`src/rtl/rsd_pkg.sv`:
```
// Shared types and constants for the signed restoring divider.
`timescale 1ns / 1ps
package rsd_pkg;

  localparam int DW = 32;

  typedef struct packed {
    logic signed [DW-1:0] dividend;
    logic signed [DW-1:0] divisor;
  } div_in_t;

  typedef struct packed {
    logic signed [DW-1:0] quotient;
    logic signed [DW-1:0] remainder;
    logic                 divide_by_zero;
  } div_out_t;

  // One word in flight through the cell row.
  // nq holds the dividend bits not yet consumed at the top and the
  // quotient bits built so far at the bottom.
  typedef struct packed {
    logic [DW-1:0] acc;
    logic [DW-1:0] nq;
    logic [DW-1:0] dv;
    logic          neg_a;
    logic          neg_b;
    logic          dbz;
  } stage_t;

  localparam logic [DW-1:0] Q_MAX = {1'b0, {(DW-1){1'b1}}};

endpackage

```
`src/rtl/rsd_cell.sv`:
```
// One restoring step: shift in a dividend bit, trial subtract, keep or restore.
`timescale 1ns / 1ps
module rsd_cell import rsd_pkg::*; (
  input  logic   clk,
  input  logic   rst,
  input  logic   up_valid,
  output logic   up_ready,
  input  stage_t up,
  output logic   dn_valid,
  input  logic   dn_ready,
  output stage_t dn
);

  stage_t      dn_next;
  logic [DW:0] shifted;
  logic [DW:0] diff;
  logic        fits;

  assign up_ready = !dn_valid || dn_ready;
  assign shifted  = {up.acc, up.nq[DW-1]};
  assign diff     = shifted - {1'b0, up.dv};
  assign fits     = !diff[DW];

  always_comb begin
    dn_next     = up;
    dn_next.acc = fits ? diff[DW-1:0] : shifted[DW-1:0];
    dn_next.nq  = {up.nq[DW-2:0], fits};
  end

  always_ff @(posedge clk) begin
    if (rst) begin
      dn_valid <= 1'b0;
    end else if (up_ready) begin
      dn_valid <= up_valid;
    end
  end

  always_ff @(posedge clk) begin
    if (up_ready && up_valid) begin
      dn <= dn_next;
    end
  end

endmodule

```
`config.mk`:
```
export PLATFORM = sky130hd
export DESIGN_NAME = rsd_cell
export DESIGN_NICKNAME = d
export VERILOG_FILES = /design/src/rtl/rsd_pkg.sv /design/src/rtl/rsd_cell.sv
export SDC_FILE = /design/constraint.sdc
export NUM_CORES = 1
export LEC_CHECK = 0
export ABC_CLOCK_PERIOD_IN_PS = 4300
export BUFFER_PORTS_ARGS = -buffer_cell sky130_fd_sc_hd__buf_2
export CORE_MARGIN = 3
export CORE_UTILIZATION = 50
export CTS_CLUSTER_DIAMETER = 40
export DETAILED_ROUTE_END_ITERATION = 6
export PLACE_DENSITY = 0.89
export SLEW_MARGIN = 20
export SYNTH_ARGS = -nofsm -noshare
export SYNTH_HDL_FRONTEND = slang
export SYNTH_SLANG_ARGS = --single-unit
```
`constraint.sdc`:
```
create_clock -name clk -period 4.3 [get_ports clk]
set_input_delay 0.43 -clock clk [delete_from_list [all_inputs] [get_ports clk]]
set_output_delay 0.43 -clock clk [all_outputs]
set_load 0.01 [all_outputs]
```
-- Yosys cells after proc, flatten, opt, wreduce, memory -nomap -nowiden
Index checks and enable logic that the tools add are counted.
- output and inout port bits: 101
- bits in read-only memories: 0
- memory bits (writable): 0
- latch bits: 0
- bits in registers: 100
- memories: 0
- logic and storage cells: 13
- input bits: 103
- $add $sub $neg: 1
- multipliers: 0
- eq/ne operators: 0
- shift operators: 0
- $lt $le $gt $ge: 0
- bitwise operators: 0
- reduce and logical (&&, ||, !) cells: 4
- div/mod/pow operators: 0
- mux-type cells: 1
- operators with widths (kind ; count):
    $sub 33x32->33 ; 1
    $mux 32 ; 1
    $logic_not 1->1 ; 2
    $logic_and 1x1->1 ; 1
    $logic_or 1x1->1 ; 1

-- Longest topological paths before layout
Gate-level depths: netlist (run 1).
- depth in word-level cells: 3
- gate-level depth with buffers: 13
- depth with buffers taken out: 12

-- Worst setup path after synthesis (run 1)
No wires, ideal clock.
- kind: in2reg
- start point: in dn_ready
- end point: reg dn[0] (netlist bit), enable pin
- data arrival time: 2.937 ns
- buffers on the path: 0
- required time: 3.831 ns
- library setup time: 0.469 ns
- path slack: 0.894 ns
- cell stages on the path: 2
- path through: nand2b_1 > and2_1
- word-level cells in the longest chain between the ends: 2
- RTL lines (item ; RTL line ; text):
    start: declaration ; rsd_cell.sv:10 ; input logic dn_ready,
    $logic_or 1x1->1 ; rsd_cell.sv:19 ; assign up_ready = !dn_valid || dn_ready;
    $logic_and 1x1->1 ; rsd_cell.sv:39 ; if (up_ready && up_valid) begin
    end signal: assignment ; rsd_cell.sv:40 ; dn <= dn_next;
    end: declaration ; rsd_cell.sv:11 ; output stage_t dn
No other way between the ends.
A chain may end at the register's enable or synchronous reset.

==> results of run 1 <==
==> cells in the final DEF, fill, tap and decap left out, types with 3 or more instances in the layout <==
cell type	count
o31ai_1	4
o21a_1	5
inv_1	39
and3_1	6
nor2_1	23
o21ai_0	27
nand4_1	5
clkbuf_8	9
buf_4	3
xnor2_1	15
a21o_1	15
xor2_1	9
buf_2	203
edfxtp_1	99
a21oi_1	30
o21bai_1	5
nand2_1	47
mux2_4	18
nor3_1	3
nand2b_1	5
a211oi_1	4
o211ai_1	6
a21boi_0	4
nand3_1	9
ha_1	32
nor2b_1	5
==> layout make-up <==
type	count	area, um^2
Timing Repair Buffer	206	1039
Tap cell	136	170.2
Inverter	40	150.1
Multi-Input combinational cell	307	2230
Fill cell	847	3697
Clock inverter	6	56.30
Clock buffer	10	127.6
Sequential cell	100	2993
==> layer usage <==
layer	routed length [um]	part of all wire
met5	0	0
met4	325	0.022
met3	916	0.063
met2	7263	0.50
met1	6146	0.42
==> power by group through the flow <==
stage               sequential, mW  combinational (mW)  clock, mW
floorplan                     1.27               0.366          0
global placement              1.22               0.614          0
detailed placement            1.22               0.634          0
CTS                           1.20               0.637      0.592
global route                  1.21               0.695      0.632
finish                        1.20               0.638      0.581
==> metrics by stage <==
step                std cells  area, um^2
floorplan                 464        5454
detailed placement        789        6581
finish                    805        6765
CTS                       805        6765
global placement          789        6581
global route              805        6765
==> kinds of logic after synthesis <==
| logic type | Yosys count |
|---|---|
| AOI/OAI and AO/OA | 118 |
| xor gates and xnor gates | 24 |
| adders and majority gates | 33 |
| buffers and inverters | 57 |
| DFF | 100 |
| muxes | 19 |
| and+or+nand+nor | 113 |
==> sequential cells by signal, indices dropped and copies added (netlist names) <==
signal / cells
dn: 99
dn_valid: 1
==> final timing paths <==
kind / from / to / slack, ns / cells after the start
max: up[3] / dn[84] / 1.16 / 11
min: rst / dn_valid / 0.20 / 2
max reg2reg: dn_valid / dn[22] / 2.65 / 3
min reg2reg: dn_valid / dn_valid / 0.57 / 2
==> critical path, stage by stage <==
cell      delay (ns)
buf_2           0.11
ha_1            0.21
fa_1            0.41
nand2b_1        0.20
a21oi_1         0.24
o211ai_1        0.17
a21oi_1         0.27
o21a_1          0.24
o211ai_4        0.10
inv_2           0.53
mux2_4          0.36
==> out/results.txt, run 1 <==
Final setup fails -> 0
Post-CTS setup buffer count -> 0
# clock sinks -> 100
Synth Area in Compound Gates -> 0.1443
Core region area -> 10460 um^2
Adder-Cell Fraction of Synth Area -> 0.07708
Initial antenna violation count -> 0
Util after Layout -> 0.6466
Min-Delay Path Class -> input pin to flop
Largest family of logic cells by synthesized area -> compound AO/OA/AOI/OAI gates
Pleak -> 3.124 nW
Clock Path Buffers -> 2
Clk_lat worst skew -> 0.37 ns
Drt drc -> 0
Crit Path Class -> input pin to flop
Port Buf Inserts -> 203
Design Power -> 2.417 mW
Syn Inst Count -> 464
Area Growth Syn to Fin -> 24.04%
Final Skew -> 0.008341 ns
EDFF count, synth -> 99
Die Area -> 12200 um^2
Vias per cell -> 5.522
Worst path required time -> 4.42 ns
Die W -> 110.4 um
Final Max Tran Viols -> 0
Global route hottest layer -> met2
Rows -> 37
# hold bufs at CTS -> 0
Share of post-route cells with drive strength above 1 -> 0.3647
Most instantiated library cell after synthesis -> edfxtp_1
Die Ht -> 110.4 um
Seq/Total Area, Yosys -> 0.5487
Htree depth -> 3
Seq pwr share -> 0.496
Met1 Usage GRT -> 0.2897
Vias in the first global route -> 4550
Nets -> 800
CTS tree -> built
I/O pin cnt -> 204
ANT cells -> 0
CTS Buf Count -> 9
Largest cells by area after synthesis -> edfxtp_1 55%, ha_1 7.3%, mux2_4 5.0%
Largest net degree at the start of global routing -> 51
Yosys top cell area share -> 0.5451
Critical Path Source Type -> input pin
Post-synthesis cell type count -> 52
Routed len/inst -> 18.20 um
Cell-internal power -> 1.676 mW
FF+latch count, synth -> 100
Simple-gate share of the synthesized area -> 0.09704
Worst slew pin tran -> 0.7731 ns
Worst hold slack -> 0.2046 ns
Worst-path maximum fanout -> 20
Power share of the clock group -> 0.240
Synthesis Warnings -> 0
Grt met2 use -> 0.4090
Met3 Use GR -> 0.04932
First-pass GRT wire length -> 23260 um
DRT Wirelength -> 14650 um
P per Cell Area -> 357.3 nW/um^2
Final hold vios -> 0
Post-route setup slack -> 1.157 ns
Multiplexer share of the synthesized area -> 0.05139
DRT iter0 DRCs -> 280
P_sw -> 740.9 uW
Synth Area per Inst -> 11.75 um^2
CTS resizes -> 0
GRT overflow -> 0
Synth area leader -> edfxtp_1
Top_reg_cell synth -> edfxtp_1
Comb pwr share -> 0.264
Min cycle time layout -> 3.143 ns
Synthesized area -> 5454 um^2
DR pass1 iterations -> 5
Arrival time at the worst endpoint -> 3.26 ns
Total Neg Setup Slack -> 0 ns
Gpl congestion -> 0.8538
Commonest cells post-synth -> 99 x edfxtp_1, 47 x nand2_1, 39 x inv_1
Sw frac -> 0.3065
Via count -> 4445
Worst-path clk slew -> 0.10 ns
Period utilization -> 0.7309
Maximum clock rate -> 318.2 MHz
Total track usage -> 0.2355
Normalized max-slew margin -> 0.4800
Max VDD drop -> 0.1732 mV
Setup crit end kind -> flop
Mapped Nets -> 600
XOR/XNOR Fraction of Synth Area -> 0.03854
Starting density of the core -> 0.5213
Final antenna-violating net count -> 0
Pre-CTS setup slack -> 0.8170 ns
Dpl hpwl -> 11550 um
Total of max-cap violations -> 0
RSZ-0062 raised after global routing -> no
Status -> complete, no violations
CTS root buf -> clkbuf_8
Post-synthesis async set-or-reset flop share -> 0
Note: power is estimated with default switching activity, not from simulation.
==> inputs of run 2 (changes only) <==
--- a/config.mk
+++ b/config.mk
@@ -5,7 +5,7 @@
 export SDC_FILE = /design/constraint.sdc
 export NUM_CORES = 1
 export LEC_CHECK = 0
-export ABC_CLOCK_PERIOD_IN_PS = 4300
+export ABC_CLOCK_PERIOD_IN_PS = 3230
 export BUFFER_PORTS_ARGS = -buffer_cell sky130_fd_sc_hd__buf_2
 export CORE_MARGIN = 3
 export CORE_UTILIZATION = 50
==> constraint.sdc (replaced) <==
create_clock -name clk -period 3.23 [get_ports clk]
set_input_delay 0.323 -clock clk [delete_from_list [all_inputs] [get_ports clk]]
set_output_delay 0.323 -clock clk [all_outputs]
set_load 0.01 [all_outputs]
==> out/results.txt, run 2 (synthesis gave the netlist of run 1 again) <==
Status -> complete, no violations
Period utilization -> 0.8697
RSZ-0062 raised after global routing -> no
Placed Area -> 6656 um^2 (+1.1%)
Htree depth -> 3 (unchanged)
Post-CTS setup buffer count -> 0 (unchanged)
Final setup fails -> 0 (unchanged)
CP startpoint -> up[19]
Total of max-cap violations -> 0 (unchanged)
Setup crit end kind -> flop
Maximum clock rate -> 356.0 MHz
Worst slew pin tran -> 0.5534 ns (-0.2197 ns)
GRT overflow -> 0 (unchanged)
Via count -> 4460 (+0.34%)
I/O pin cnt -> 204 (unchanged)
Critical Path Source Type -> input pin
Rows -> 37 (unchanged)
Die Ht -> 110.4 um (unchanged)
Vias per cell -> 5.506 (-0.28%)
CTS Buf Count -> 9 (unchanged)
Normalized max-slew margin -> 0.6311 (+0.1511)
Hold path start -> rst
Port Buf Inserts -> 203 (unchanged)
R2r startpoint -> dn_valid
Initial antenna violation count -> 0 (unchanged)
Share of post-route cells with drive strength above 1 -> 0.3694 (+0.004713)
Core region area -> 10460 um^2 (unchanged)
Area Growth Syn to Fin -> 26.11%
Largest Register -> dn
Final antenna-violating net count -> 0 (unchanged)
CP max-delay cell -> o41ai_1
Starting density of the core -> 0.5213 (unchanged)
Pleak -> 3.184 nW (+1.9%)
Min-Delay Path Class -> input pin to flop
First-pass GRT wire length -> 22530 um (-3.1%)
Most used cell, CP -> o211ai_1
Arrival time at the worst endpoint -> 2.97 ns (-0.29 ns)
ANT cells -> 0 (unchanged)
Final Cell Area -> 6878 um^2 (+1.7%)
# hold bufs at CTS -> 0 (unchanged)
Total Neg Setup Slack -> 0 ns (unchanged)
Final Skew -> 0.01030 ns (+0.001962 ns)
Nets -> 805 (+0.63%)
Routed len/inst -> 17.58 um (-3.4%)
Crit Path Class -> input pin to flop
Worst-path clk slew -> 0.10 ns (about the same)
Commonest non-fill, non-tap cell in the layout -> buf_2
Die W -> 110.4 um (unchanged)
Drt drc -> 0 (unchanged)
Die Area -> 12200 um^2 (unchanged)
Clk_lat worst skew -> 0.37 ns (about the same)
Crit-path cells -> buf_2 > inv_1 > ha_1 > a21oi_4 > o211ai_1 > a221o_1 > a211o_1 > o211ai_1 > o211ai_4 > buf_4 > o41ai_1
Post-route setup slack -> 0.4208 ns (-0.7362 ns)
Gpl congestion -> 0.8907 (+4.3%)
DR pass1 iterations -> 5 (unchanged)
Worst-path maximum fanout -> 27 (+35%)
Max incr delay on CP -> 0.42 ns (-0.11 ns)
Top flop regs -> dn x99, dn_valid x1
Max VDD drop -> 0.2426 mV (+40%)
Fillers -> 839 (-0.94%)
CTS root buf -> clkbuf_8
Largest net degree at the start of global routing -> 61 (+20%)
Pre-CTS setup slack -> 0.1089 ns (-0.7081 ns)
# clock sinks -> 100 (unchanged)
Final hold vios -> 0 (unchanged)
DRT Wirelength -> 14240 um (-2.8%)
Clock Path Buffers -> 2 (unchanged)
Vias in the first global route -> 4477 (-1.6%)
Final Max Tran Viols -> 0 (unchanged)
DRT iter0 DRCs -> 288 (+2.9%)
Worst path required time -> 3.39 ns (-1.03 ns)
CTS tree -> built
P per Cell Area -> 488.0 nW/um^2 (+37%)
Dpl hpwl -> 11110 um (-3.8%)
Largest register FFs -> 99 (unchanged)
CTS resizes -> 0 (unchanged)
Total track usage -> 0.2283 (-0.007238)
Highest-count cells in the layout ignoring fill and taps -> 203 x buf_2, 99 x edfxtp_1, 47 x nand2_1
Design Power -> 3.356 mW (+39%)
Min cycle time layout -> 2.809 ns
[run 2: cell count changes in the layout (fill, tap and decap cells not counted), sizes merged]
cell      change
clkinv        +1
buf           +5
clkbuf        -1
clkinvlp      -1
bufinv        +2
inv           -1
[run 2: layer usage]
metal  vias to the layer above  part of all wire  global-route usage
met3                        39             0.079             0.06082
met5                         -                 0                   0
met1                      2067              0.40              0.2743
met4                         0             0.028             0.08374
met2                       244              0.50              0.3936
li1                       2110                 -                   -
[run 2: stage by stage]
step | hold slack [ns] | instances | util
CTS | 0.1015 | 810 | 0.6574
floorplan | 0.3921 | 464 | -
global route | 0.09560 | 810 | 0.6574
finish | 0.1208 | 810 | 0.6574
detailed placement | 0.4917 | 794 | 0.6362
global placement | 0.4845 | 794 | 0.6362
[run 2: area by class of cell]
type,count,area [um^2],area share
clock inverter,7,97.59,0.01419
inverter,40,150.1,0.02183
timing repair buffer,211,1114,0.1619
sequential,100,2993,0.4351
multi-input combinational,307,2230,0.3242
clock buffer,9,123.9,0.01801
tap,136,170.2,0.02474
[run 2: critical path: cells and delay by family]
| family | cells | cell delay, ns |
|---|---|---|
| AO/OA/AOI/OAI | 7 | 1.82 |
| adder cells (fa/ha/maj) | 1 | 0.41 |
| buffers and inverters | 3 | 0.40 |
[run 2: final timing paths]
| path | end | slack, ns | cells after the start |
|---|---|---|---|
| setup reg to reg | dn[32] | 1.50 | 3 |
| setup / recovery | dn[93] | 0.42 | 11 |
| hold reg to reg | dn_valid | 0.58 | 2 |
| hold / removal | dn_valid | 0.12 | 2 |
[run 2: where the power goes]
group          internal, mW  leakage, nW  switching (mW)  total, mW
Combinational         0.390         2.10           0.480      0.869
Sequential             1.57        0.968          0.0276       1.59
Clock                 0.442        0.113           0.451      0.893
