## config.mk

```make
export PLATFORM = sky130hd
export DESIGN_NAME = rsd_post
export DESIGN_NICKNAME = d
export VERILOG_FILES = /design/src/rtl/rsd_pkg.sv /design/src/rtl/rsd_post.sv
export SDC_FILE = /design/constraint.sdc
export NUM_CORES = 1
export LEC_CHECK = 0
export ABC_AREA = 1
export BUFFER_PORTS_ARGS = -buffer_cell sky130_fd_sc_hd__buf_2
export CORE_MARGIN = 4
export CORE_UTILIZATION = 45
export CTS_BUF_LIST = sky130_fd_sc_hd__clkbuf_8
export DETAILED_ROUTE_END_ITERATION = 6
export PLACE_DENSITY = 0.75
export SYNTH_ARGS = -nofsm -noshare
export SYNTH_HDL_FRONTEND = slang
export SYNTH_SLANG_ARGS = --single-unit
```

## constraint.sdc

```tcl
create_clock -name clk -period 7 [get_ports clk]
set_input_delay 1.75 -clock clk [delete_from_list [all_inputs] [get_ports clk]]
set_output_delay 1.75 -clock clk [all_outputs]
set_load 0.02 [all_outputs]
```

## src/rtl/rsd_pkg.sv

```systemverilog
// Shared types and constants for the signed restoring divider.
`timescale 1ns / 1ps
package rsd_pkg;

  localparam int DW = 32;

  typedef struct packed {
    logic signed [DW-1:0] dividend;
    logic signed [DW-1:0] divisor;
  } div_in_t;

  typedef struct packed {
    logic signed [DW-1:0] quotient;
    logic signed [DW-1:0] remainder;
    logic                 divide_by_zero;
  } div_out_t;

  // One word in flight through the cell row.
  // nq holds the dividend bits not yet consumed at the top and the
  // quotient bits built so far at the bottom.
  typedef struct packed {
    logic [DW-1:0] acc;
    logic [DW-1:0] nq;
    logic [DW-1:0] dv;
    logic          neg_a;
    logic          neg_b;
    logic          dbz;
  } stage_t;

  localparam logic [DW-1:0] Q_MAX = {1'b0, {(DW-1){1'b1}}};

endpackage

```

## src/rtl/rsd_post.sv

```systemverilog
// Back stage: applies signs, saturation and divide-by-zero, output register.
`timescale 1ns / 1ps
module rsd_post import rsd_pkg::*; (
  input  logic     clk,
  input  logic     rst,
  input  logic     up_valid,
  output logic     up_ready,
  input  stage_t   up,
  output logic     dn_valid,
  input  logic     dn_ready,
  output div_out_t dn
);

  div_out_t      dn_next;
  logic [DW-1:0] q_mag, r_mag;

  assign q_mag    = up.nq;
  assign r_mag    = up.acc;
  assign up_ready = !dn_valid || dn_ready;

  always_comb begin
    dn_next.divide_by_zero = up.dbz;
    if (up.dbz) begin
      dn_next.quotient  = '0;
      dn_next.remainder = '0;
    end else begin
      if (up.neg_a != up.neg_b) begin
        dn_next.quotient = -q_mag;
      end else if (q_mag[DW-1]) begin
        // most negative over minus one
        dn_next.quotient = Q_MAX;
      end else begin
        dn_next.quotient = q_mag;
      end
      dn_next.remainder = up.neg_a ? -r_mag : r_mag;
    end
  end

  always_ff @(posedge clk) begin
    if (rst) begin
      dn_valid <= 1'b0;
    end else if (up_ready) begin
      dn_valid <= up_valid;
    end
  end

  always_ff @(posedge clk) begin
    if (up_ready && up_valid) begin
      dn <= dn_next;
    end
  end

endmodule

```

# ---- After elaboration in Yosys (flattened, before gate mapping)
# Index checks and enable logic that the tools add are counted.
dict set report word_totals {
  reg_bits 66
  inputBits 103
  output_inout_bits 67
}
dict set report op_classes {
  addsub 2
  n_eq_ne 1
  muxes 3
  reduce_logical 3
}
# operator count
set op_table {}
lappend op_table {{2-to-1 mux 32 bit} 2}
lappend op_table {{negator 32 bit} 2}
lappend op_table {{2-to-1 mux 31 bit} 1}
lappend op_table {{logical AND 1 bit} 1}
lappend op_table {{logical NOT 1 bit} 1}
lappend op_table {{logical OR 1 bit} 1}
lappend op_table {{inequality test 1 bit} 1}

# ---- Longest topological paths before layout
# Gate-level depths: netlist of the first run.
dict set report depth {
  word_depth 3
  ltp_mapped 10
  mapped_depth_nobuf 10
}

# ---- Worst setup path after synthesis of the first run
# OpenSTA, ideal clock, no wires.
dict set report synth_path {
  kind {input-to-reg}
  startpoint {in up_valid}
  endpoint {reg dn[0] in the netlist's numbering (enable)}
  arrival_ns 4.946
  required_time_ns 6.490
  path_slack_ns 1.544
  path_stages 2
  path_buffers 0
  cell_sequence {inv_1 -> a21oi_1}
}
dict set report synth_via {
  elab_chain_cells 1
}
# item line_no
set synth_lines {}
lappend synth_lines {{start: declaration} rsd_post.sv:6} ;# input logic up_valid,
lappend synth_lines {{logical AND 1 bit} rsd_post.sv:48} ;# if (up_ready && up_valid) begin
lappend synth_lines {{end signal: assignment} rsd_post.sv:49} ;# dn <= dn_next;
lappend synth_lines {{end: declaration} rsd_post.sv:11} ;# output div_out_t dn
# Every way passes these cells.
# A chain may end at the register's enable or synchronous reset.

# ---- Worst setup path in the final report of the first run
dict set report layout_path {
  startpoint {in dn_ready}
  endpoint {out up_ready}
}
dict set report layout_via {
  elab_chain_cells 1
}
# item line_no
set layout_lines {}
lappend layout_lines {{start: declaration} rsd_post.sv:10} ;# input logic dn_ready,
lappend layout_lines {{logical OR 1 bit} rsd_post.sv:19} ;# assign up_ready = !dn_valid || dn_ready;
lappend layout_lines {{end: declaration} rsd_post.sv:7} ;# output logic up_ready,
# Every way passes these cells.

==> parameters.txt, run 1 <==
Parameter                              Value

Route
  DR iter-0 viols    181
  Total routed wirelength    11,900 microns
  DR DRC count    0
  Number of antenna-violating nets in the routed design    0
  Via/cell ratio    5.13
  Detailed-route via count    4,455
  Detail-routed net length per standard cell    13.7 microns
  Initial DRT Pass Iterations    5

Placement
  Placed instance area    5150 sq um
  Last weighted congestion value of the routability-driven placer    0.879
  Placement-stage worst setup slack    3.03 ns
  Count of buffers from port buffering    137
  DPL Wire Length    8910 microns

Floorplanning
  Height of the die    107 microns
  Site row count    35
  Total core area    9330 sq um
  Width of the die    107 microns
  Die ar.    11,400 sq um
  Initial Util    0.469
  Total I/O pin count    170

Global route
  Largest net degree at the start of global routing    66
  Wire length of the first global-routing pass    19,200 microns
  Met2 layer usage reported by global route    0.353
  Congestion Overflow GR    0
  Global-route total usage across every layer    0.211
  Number of global-route vias before repair    4,215
  Initial antenna violation count    0
  Busiest metal layer after global routing    met2
  Fraction of met1 tracks used by global routing    0.270
  Global-route met3 utilization    0.0419

Worst setup path
  Crit Path Category    input pin to primary output
  Critical path capture point type    primary output
  Crit Path Max Fanout    2
  Worst EP required    5.25 ns
  Arrival time at the worst endpoint    2.21 ns
  CP startpoint kind    input pin

Logic synthesis
  Sequential element share of the synthesized area    0.451
  Total number of yosys warnings    0
  Count of state elements after synthesis    66
  Top_reg_cell synth    sky130_fd_sc_hd__edfxtp_1
  Average cell area after synthesis    7.27 sq um
  Area share of the leading cell type in the synthesized netlist    0.447
  Number of nets in the synthesized netlist    706
  Post-synthesis cell type with the largest combined area    sky130_fd_sc_hd__edfxtp_1
  Cell with the most instances after synthesis    sky130_fd_sc_hd__nand2_1
  Number of distinct library cells after synthesis    34
  Total standard cell area after synthesis    4370 sq um
  Post-synthesis cell count    601
  Synth area leaders    sky130_fd_sc_hd__edfxtp_1 (45%), sky130_fd_sc_hd__nand2_1 (12%), sky130_fd_sc_hd__nor2_1 (10%)
  Top post-synthesis cells by count    sky130_fd_sc_hd__nand2_1 (140), sky130_fd_sc_hd__nor2_1 (122), sky130_fd_sc_hd__edfxtp_1 (65), sky130_fd_sc_hd__inv_1 (64), sky130_fd_sc_hd__nand3_1 (46)
  Count of flip-flops with a built-in enable after synthesis    65
  Async set or reset register ratio after synthesis    0

Clocking
  Number of buffers added for setup after CTS    0
  Max H-tree Level    3
  Clock Latency Late Sink    0.34 ns
  Clock sink total    66
  Clock slew at reported path FFs    0.07 ns
  TritonCTS buffer count    9
  Post-CTS Hold Buffers    0
  CTS tree    built
  Post-CTS sizing    0
  Maximum buffer depth of the clock tree    2
  Clock root buffer master    sky130_fd_sc_hd__clkbuf_8

Timing
  Maximum operating frequency    252 MHz
  Summed negative setup slack over all endpoints    0 ns
  Final worst clock skew    0.00611 ns
  Number of hold-slack violations in the final timing report    0
  Total count of max-transition violations in the final report    0
  Slack of the critical path    3.04 ns
  Final worst path period share    0.566
  Final setup violating endpoints    0
  Setup repair after global routing missed its margin    false
  Slew margin rel.    0.397
  Final worst path period need    3.96 ns
  Slew at the pin closest to its max-slew limit    0.903 ns

Layout
  Antenna cells    0
  Fraction of layout instances using a drive strength above 1    0.244
  Final core utilization    0.571
  Count of filler cells inserted in the layout    901
  Post-route cell area    5330 sq um
  Number of nets in the final layout    840
  P&R area growth vs syn    21.9%

Flow run
  Number of maximum-capacitance violations    0

Pwr
  Power Internal    0.000700 W
  Switching part of the total power    0.309
  Combinational fraction of design power    0.228
  Fraction of power consumed by sequential logic    0.470
  Total power divided by cell area    190 nW/um^2
  Worst vdd ir    0.0000803 V
  Net switching power    0.000313 W
  Static Leakage    2.53 nW
  Fraction of power consumed by the clock network    0.301

Worst hold path
  Class of the tightest hold or removal check    register to register

Run status
  Outcome    complete, no violations
[layout make-up]
cell class	count	area, sq um	share of cell area
Multi-Input combinational cell	444	2030	0.382
Clock inverter	6	50.0	0.00939
Timing Repair Buffer	138	693	0.130
Clock buffer	9	124	0.0233
Sequential cell	66	1970	0.370
Tap cell	129	161	0.0303
Inverter	76	293	0.0550
[routing by layer]
metal | part of all wire | wire (microns)
met1 | 0.43 | 5080
met2 | 0.47 | 5570
met3 | 0.079 | 939
met4 | 0.024 | 286
met5 | 0 | 0
[cells by family after synthesis]
group	share of synthesized area
simple gates	0.353
buf+inv	0.0859
compound gates	0.104
flops	0.451
fa+ha+maj	0.00572
[through the flow]
step | std cells | hold slack [ns] | power (W)
3_3_place_gp | 853 | 0.504 | 0.000712
5_1_grt | 868 | 0.594 | 0.00106
3_5_place_dp | 853 | 0.545 | 0.000716
4_1_cts | 868 | 0.555 | 0.00102
6_report | 868 | 0.551 | 0.00101
2_1_floorplan | 601 | 0.705 | 0.000638
[sequential cells by signal, summed over array words and instances (netlist names)]
| register | count |
|---|---|
| dn | 65 |
| dn_valid | 1 |
[cells in the final DEF (no fill, tap or decap)]
| cell | instances |
|---|---|
| sky130_fd_sc_hd__nand2_1 | 140 |
| sky130_fd_sc_hd__buf_2 | 137 |
| sky130_fd_sc_hd__nor2_1 | 122 |
| sky130_fd_sc_hd__inv_1 | 65 |
| sky130_fd_sc_hd__edfxtp_1 | 65 |
| sky130_fd_sc_hd__nand3_1 | 46 |
| sky130_fd_sc_hd__a21oi_1 | 41 |
| sky130_fd_sc_hd__o21ai_0 | 18 |
| sky130_fd_sc_hd__o21ai_1 | 18 |
| sky130_fd_sc_hd__nor3_1 | 11 |
| sky130_fd_sc_hd__inv_2 | 10 |
| sky130_fd_sc_hd__nand4_1 | 9 |
| sky130_fd_sc_hd__clkbuf_8 | 9 |
| sky130_fd_sc_hd__nand2_2 | 5 |
| sky130_fd_sc_hd__nand2_4 | 5 |
| sky130_fd_sc_hd__nor2_2 | 4 |
| sky130_fd_sc_hd__and3_1 | 4 |
| sky130_fd_sc_hd__a31oi_1 | 4 |
| sky130_fd_sc_hd__nand3b_1 | 3 |
| sky130_fd_sc_hd__clkinv_1 | 3 |
| sky130_fd_sc_hd__nand3_2 | 2 |
| sky130_fd_sc_hd__o22ai_1 | 2 |
| sky130_fd_sc_hd__ha_1 | 2 |
| sky130_fd_sc_hd__a21oi_4 | 1 |
| sky130_fd_sc_hd__inv_6 | 1 |
| sky130_fd_sc_hd__and2_1 | 1 |
| sky130_fd_sc_hd__nand3_4 | 1 |
| sky130_fd_sc_hd__or2_1 | 1 |
| sky130_fd_sc_hd__inv_4 | 1 |
| sky130_fd_sc_hd__or3_1 | 1 |
| sky130_fd_sc_hd__a211oi_2 | 1 |
| sky130_fd_sc_hd__a311oi_1 | 1 |
| sky130_fd_sc_hd__a21boi_0 | 1 |
| sky130_fd_sc_hd__clkinv_2 | 1 |
| sky130_fd_sc_hd__bufinv_16 | 1 |
| sky130_fd_sc_hd__dfxtp_1 | 1 |
| sky130_fd_sc_hd__buf_4 | 1 |
[worst paths after layout]
path	endpoint	slack, ns	startpoint	cells past startpoint
max reg2reg	dn[56]	5.47	dn_valid	2
min reg2reg	dn_valid	0.55	dn_valid	2
min	dn_valid	0.55	dn_valid	2
max	up_ready	3.04	dn_ready	4
[worst max-delay path, stage by stage]
cell and delay, ns:
sky130_fd_sc_hd__buf_2 0.10, sky130_fd_sc_hd__inv_1 0.10, sky130_fd_sc_hd__nand2_1 0.09, sky130_fd_sc_hd__buf_2 0.17
[power by group through the flow]
| stage | Clock, W | Combinational (W) | Sequential, W |
|---|---|---|---|
| floorplan | 0 | 0.000111 | 0.000527 |
| global placement | 0 | 0.000227 | 0.000485 |
| detailed placement | 0 | 0.000230 | 0.000486 |
| CTS | 0.000311 | 0.000232 | 0.000477 |
| global route | 0.000325 | 0.000257 | 0.000480 |
| finish | 0.000305 | 0.000231 | 0.000477 |
Power figures use the tool's default switching activity.
==> inputs of run 2 (changes only) <==
==> constraint.sdc (replaced) <==
create_clock -name clk -period 3.88 [get_ports clk]
set_input_delay 0.97 -clock clk [delete_from_list [all_inputs] [get_ports clk]]
set_output_delay 0.97 -clock clk [all_outputs]
set_load 0.02 [all_outputs]
==> run 2 against run 1 <==
Against the previous run:
- combinational power grew 79%
- final cell count up 0.12%
- non-clock buffer count stayed put
- clock power up 90%
- critical path type is now input pin to register
==> parameters.txt, run 2 (same netlist as run 1, synthesis figures left out) <==
Parameter                              Value

Run status
  Outcome    complete, no violations

Layout
  Fraction of layout instances using a drive strength above 1    0.249
  Final core utilization    0.574
  P&R area growth vs syn    22.4%
  Area used by multi-input combinational logic    2030 sq um
  Leading cell type in the layout, fill and taps excluded    sky130_fd_sc_hd__nand2_1
  Antenna cells    0
  Flip-flop count of the largest register, all copies and words added    65
  Combined flip-flop and latch cell area    1970 sq um
  Number of nets in the final layout    840
  Top library cells by usage in the layout, fill and taps aside    sky130_fd_sc_hd__nand2_1 (140), sky130_fd_sc_hd__buf_2 (137), sky130_fd_sc_hd__nor2_1 (122), sky130_fd_sc_hd__inv_1 (65), sky130_fd_sc_hd__edfxtp_1 (65)
  Register containing the most flip-flops in the final layout    dn
  Top Registers    dn: 65 flops, dn_valid: 1 flops
  Post-route cell area    5350 sq um
  Count of filler cells inserted in the layout    912

Worst setup path
  Crit Path Category    input pin to register
  Crit path depth    6
  Critical path capture point type    register
  Slowest cell delay on critical path    0.51 ns
  Cell breakdown of the critical path    buf_2, nand2_2, nand2_4, inv_4, or3_1, a21oi_1
  Crit Path Max Fanout    34
  CP startpoint kind    input pin
  Buffers plus inverters on the worst setup path    2
  Crit-path slowest cell    sky130_fd_sc_hd__buf_2
  Worst EP required    4.06 ns
  CP delay by family, top    simple AND/OR/NAND/NOR gates
  Arrival time at the worst endpoint    2.64 ns
  Register-to-Register Path Depth    2

Worst hold path
  Class of the tightest hold or removal check    register to register
  Number of stages on the worst hold path    2

Placement
  Placement-stage worst setup slack    1.10 ns
  Placed instance area    5150 sq um
  DPL Wire Length    8910 microns
  Count of buffers from port buffering    137
  Last weighted congestion value of the routability-driven placer    0.921

Pwr
  Total power divided by cell area    347 nW/um^2
  Worst vdd ir    0.000141 V
  Static Leakage    2.54 nW
  Final Total Pwr    0.00186 W

Timing
  Final worst path period need    2.45 ns
  Total count of max-transition violations in the final report    0
  Slew at the pin closest to its max-slew limit    0.880 ns
  Setup repair after global routing missed its margin    false
  Slew margin rel.    0.413
  Maximum operating frequency    407 MHz
  Number of hold-slack violations in the final timing report    0
  Final worst path period share    0.633
  Final worst clock skew    0.00922 ns
  Slack of the critical path    1.43 ns
  Summed negative setup slack over all endpoints    0 ns
  Final setup violating endpoints    0

Global route
  Busiest metal layer after global routing    met2
  Wire length of the first global-routing pass    18,800 microns
  Congestion Overflow GR    0
  Global-route met3 utilization    0.0376
  Fraction of met1 tracks used by global routing    0.253
  Met2 layer usage reported by global route    0.359
  Global-route total usage across every layer    0.206
  Number of global-route vias before repair    4,137
  Initial antenna violation count    0
  Largest net degree at the start of global routing    66

Clocking
  Post-CTS Hold Buffers    0
  Post-CTS sizing    0
  Clock root buffer master    sky130_fd_sc_hd__clkbuf_8
  Max H-tree Level    3
  TritonCTS buffer count    9
  Maximum buffer depth of the clock tree    2
  Clock slew at reported path FFs    0.07 ns
  Clock sink total    66
  CTS tree    built
  Number of buffers added for setup after CTS    0
  Clock Latency Late Sink    0.34 ns

Route
  Number of antenna-violating nets in the routed design    0
  DR iter-0 viols    181
  DR DRC count    0
  Initial DRT Pass Iterations    6
  Detail-routed net length per standard cell    13.5 microns
  Detailed-route via count    4,433
  Via/cell ratio    5.10
  Total routed wirelength    11,700 microns

Floorplanning
  Total I/O pin count    170
  Die ar.    11,400 sq um
  Height of the die    107 microns
  Site row count    35
  Total core area    9330 sq um
  Initial Util    0.469
  Width of the die    107 microns

Flow run
  Number of maximum-capacitance violations    0
-- run 2: worst paths after layout --
path | from | endpoint | slack [ns]
hold / removal | dn_valid | dn_valid | 0.59
setup reg to reg | dn_valid | dn[30] | 2.34
setup / recovery | up[2] | dn[39] | 1.43
hold reg to reg | dn_valid | dn_valid | 0.59
-- run 2: area by class of cell --
class,count,share of cell area
flip-flops and latches,66,0.369
inverters,76,0.0547
multi-input cells,444,0.380
repair buffers,138,0.130
well taps,129,0.0302
clock buffers,10,0.0257
clock inverters,6,0.0110
-- run 2: per-stage QoR --
step                      hold slack (ns)  instances
after floorplan                     0.718        601
after global placement              0.505        853
after detailed placement            0.575        853
after CTS                           0.585        869
after global routing                0.612        869
final                               0.586        869
-- run 2: per-layer routing --
metal  vias to the layer above  part of all wire
met5                         -                 0
met4                         0             0.021
met3                        23             0.076
met2                       190              0.48
met1                      1970              0.42
li1                       2250                 -
-- run 2: report_power, final --
| part | switching (W) | total [W] | internal [W] |
|---|---|---|---|
| combinational | 0.000284 | 0.000414 | 0.000131 |
| clock | 0.000271 | 0.000581 | 0.000310 |
| sequential | 0.0000120 | 0.000861 | 0.000849 |
-- run 2: tightest hold or removal path, delay by kind of cell, from the launching register on --
kind | cells | cell delay [ns]
DFF | 1 | 0.35
and+or+nand+nor | 1 | 0.11
AOI/OAI and AO/OA | 1 | 0.08
==> inputs of run 3 (changes only) <==
--- a/config.mk
+++ b/config.mk
@@ -5,13 +5,13 @@
 export SDC_FILE = /design/constraint.sdc
 export NUM_CORES = 1
 export LEC_CHECK = 0
-export ABC_AREA = 1
+export ABC_AREA = 0
 export BUFFER_PORTS_ARGS = -buffer_cell sky130_fd_sc_hd__buf_2
 export CORE_MARGIN = 4
 export CORE_UTILIZATION = 45
 export CTS_BUF_LIST = sky130_fd_sc_hd__clkbuf_8
 export DETAILED_ROUTE_END_ITERATION = 6
-export PLACE_DENSITY = 0.75
+export PLACE_DENSITY = 0.78
 export SYNTH_ARGS = -nofsm -noshare
 export SYNTH_HDL_FRONTEND = slang
 export SYNTH_SLANG_ARGS = --single-unit
==> constraint.sdc (replaced) <==
create_clock -name clk -period 2 [get_ports clk]
set_input_delay 0.5 -clock clk [delete_from_list [all_inputs] [get_ports clk]]
set_output_delay 0.5 -clock clk [all_outputs]
set_load 0.02 [all_outputs]
==> run 3 against run 2 <==
Against the previous run:
- the run now ends with setup timing left
- via count rose by 4.9%
- die area fell by 2.4%
- worst hold slack got worse by 0.28 ns
- sequential power rose by 95%
- combinational power rose by 140%
- register-to-register slack got worse by 1.6 ns
- cell area rose by 21%
- power rose by 120%
- clock-buffer cell count fell by 1
- synthesized cell count fell by 28%
==> parameters.txt, run 3 <==
Parameter                              Value

Logic synthesis
  Number of nets in the synthesized netlist    537
  Number of distinct library cells after synthesis    55
  Count of flip-flops with a built-in enable after synthesis    65
  Post-synthesis cell count    432
  Top post-synthesis cells by count    sky130_fd_sc_hd__edfxtp_1 (65), sky130_fd_sc_hd__nor2_1 (49), sky130_fd_sc_hd__a21oi_1 (33), sky130_fd_sc_hd__nor3_1 (26), sky130_fd_sc_hd__clkbuf_1 (25)
  Top_reg_cell synth    sky130_fd_sc_hd__edfxtp_1
  Total standard cell area after synthesis    4260 sq um
  Average cell area after synthesis    9.85 sq um
  Total number of yosys warnings    0
  Post-synthesis cell type with the largest combined area    sky130_fd_sc_hd__edfxtp_1
  Async set or reset register ratio after synthesis    0
  Area share of the leading cell type in the synthesized netlist    0.459
  Count of state elements after synthesis    66
  Sequential element share of the synthesized area    0.463
  Cell with the most instances after synthesis    sky130_fd_sc_hd__edfxtp_1
  Synth area leaders    sky130_fd_sc_hd__edfxtp_1 (46%), sky130_fd_sc_hd__nor2_1 (4.3%), sky130_fd_sc_hd__mux2_2 (4.0%)

Global route
  Busiest metal layer after global routing    met2
  Fraction of met1 tracks used by global routing    0.304
  Met2 layer usage reported by global route    0.378
  Wire length of the first global-routing pass    21,300 microns
  Global-route total usage across every layer    0.237
  Congestion Overflow GR    0
  Global-route met3 utilization    0.0435
  Initial antenna violation count    0
  Largest net degree at the start of global routing    45
  Number of global-route vias before repair    4,524

Worst setup path
  Crit Path Category    input pin to register
  CP delay by family, top    simple AND/OR/NAND/NOR gates
  Arrival time at the worst endpoint    2.34 ns
  Crit Path Max Fanout    4
  Most frequent cell on the critical path    sky130_fd_sc_hd__or4_4
  Register-to-Register Path Depth    3
  Slowest cell delay on critical path    0.61 ns
  Startpoint of the lowest-slack register-to-register path    dn_valid
  Worst EP required    2.12 ns
  Start point of the critical path    up[78]
  Worst setup slack for register-to-register paths    0.71 ns
  Reg-to-Reg End    dn[9]
  Cell breakdown of the critical path    buf_6, or4_4, or4_4, buf_4, o21ai_4, mux2_4
  Crit-path slowest cell    sky130_fd_sc_hd__or4_4
  CP startpoint kind    input pin
  Critical path capture point type    register
  Buffers plus inverters on the worst setup path    2

Run status
  Outcome    finished with violations
  Violations in the final reports    setup timing

Route
  DR iter-0 viols    379
  Detailed-route via count    4,652
  Via/cell ratio    5.83
  Total routed wirelength    13,700 microns
  Detail-routed net length per standard cell    17.1 microns
  Number of antenna-violating nets in the routed design    0
  Initial DRT Pass Iterations    5
  DR DRC count    0

Placement
  DPL Wire Length    9800 microns
  Placed cell count    772
  Count of buffers from port buffering    137
  Placed instance area    5930 sq um
  Last weighted congestion value of the routability-driven placer    0.935

Clocking
  CTS tree    built
  Max H-tree Level    3
  Clock slew at reported path FFs    0.08 ns
  TritonCTS buffer count    9
  Post-CTS Hold Buffers    0
  Clock root buffer master    sky130_fd_sc_hd__clkbuf_8
  Clock Latency Late Sink    0.36 ns
  Maximum buffer depth of the clock tree    2
  Clock sink total    66

Floorplanning
  Height of the die    105 microns
  Total I/O pin count    170
  Site row count    35
  Total core area    9240 sq um
  Initial Util    0.461
  Width of the die    105 microns
  Die ar.    11,100 sq um

Layout
  Area used by multi-input combinational logic    2360 sq um
  P&R area growth vs syn    52.4%
  Top Registers    dn: 65 flops, dn_valid: 1 flops
  Flip-flop count of the largest register, all copies and words added    65
  Top library cells by usage in the layout, fill and taps aside    sky130_fd_sc_hd__buf_2 (131), sky130_fd_sc_hd__buf_4 (106), sky130_fd_sc_hd__edfxtp_1 (65), sky130_fd_sc_hd__nor2_1 (48), sky130_fd_sc_hd__a21oi_1 (32)
  Post-route cell area    6490 sq um
  Leading cell type in the layout, fill and taps excluded    sky130_fd_sc_hd__buf_2
  Antenna cells    0
  Number of standard cells in the layout, taps in and fillers out    798
  Fraction of layout instances using a drive strength above 1    0.493
  Number of nets in the final layout    769
  Combined flip-flop and latch cell area    1970 sq um
  Count of filler cells inserted in the layout    690
  Register containing the most flip-flops in the final layout    dn
  Final core utilization    0.702

Timing
  Slew at the pin closest to its max-slew limit    0.470 ns
  Slack of the critical path    -0.224 ns
  Final setup violating endpoints    14
  Final worst path period need    2.22 ns
  Maximum operating frequency    450 MHz
  Number of hold-slack violations in the final timing report    0
  Worst hold slack    0.302 ns
  Slew margin rel.    0.684
  Total count of max-transition violations in the final report    0
  Final worst path period share    1.11
  Setup repair after global routing missed its margin    true
  Final worst clock skew    0.0127 ns

Flow run
  Number of maximum-capacitance violations    0

Pwr
  Total power divided by cell area    624 nW/um^2
  Final Total Pwr    0.00405 W
  Worst vdd ir    0.000370 V
  Static Leakage    2.75 nW

Worst hold path
  Beginning of the worst hold path    rst
  Hold EP    dn_valid
  Number of stages on the worst hold path    2
  Class of the tightest hold or removal check    input pin to register
==> run 3: cell types whose count changed in the layout (fill, tap and decap cells not counted), moves of 15 or more <==
cell,delta
sky130_fd_sc_hd__inv_1,-51
sky130_fd_sc_hd__o21ai_1,-17
sky130_fd_sc_hd__nor2_1,-74
sky130_fd_sc_hd__nor2b_1,+15
sky130_fd_sc_hd__nand3_1,-35
sky130_fd_sc_hd__nand2_1,-132
sky130_fd_sc_hd__buf_4,+105
==> run 3: where the power goes <==
| part | internal, W | total [W] | switching [W] |
|---|---|---|---|
| combinational | 0.000425 | 0.00100 | 0.000575 |
| clock | 0.000818 | 0.00137 | 0.000554 |
| sequential | 0.00165 | 0.00168 | 0.0000261 |
==> run 3: cell families after synthesis <==
group	after synthesis	synth area share
and+or+nand+nor	185	0.243
AOI/OAI and AO/OA	102	0.169
DFF	66	0.463
buffers and inverters	48	0.0503
muxes	17	0.0444
xor gates and xnor gates	12	0.0247
adders and majority gates	2	0.00588
==> run 3: metrics by stage <==
step / setup TNS, ns / setup WS [ns]
floorplan: -7.23 / -0.545
global placement: -12.55 / -0.575
detailed placement: -14.53 / -0.637
CTS: -0.475 / -0.202
global route: -1.87 / -0.263
finish: -1.27 / -0.224
==> run 3: repair_timing <==
action                                  4_1_cts  5_1_grt
endpoints found under the setup margin       21       19
buffers inserted                              3        7
pin swaps                                     4       12
gates resized for setup                      13       39
==> run 3: metal layers <==
| layer | share of wire | up-vias |
|---|---|---|
| met2 | 0.47 | 223 |
| met4 | 0.042 | 0 |
| met3 | 0.073 | 54 |
| met1 | 0.42 | 2224 |
| met5 | 0 | - |
| li1 | - | 2151 |
==> run 3: worst max path at each step <==
stage	slack (ns)	end	cells past startpoint
6_report	-0.22	dn[16]	6
5_1_grt	-0.26	dn[22]	5
4_1_cts	-0.20	dn[20]	5
3_5_place_dp	-0.64	dn[20]	5
3_3_place_gp	-0.58	dn[20]	5
2_1_floorplan	-0.54	dn[20]	5
==> run 3: area by class of cell <==
class	instances	area share
multi-input combinational	318	0.364
clock buffer	9	0.0191
tap	129	0.0249
inverter	14	0.00887
clock inverter	7	0.0170
timing repair buffer	255	0.262
sequential	66	0.304
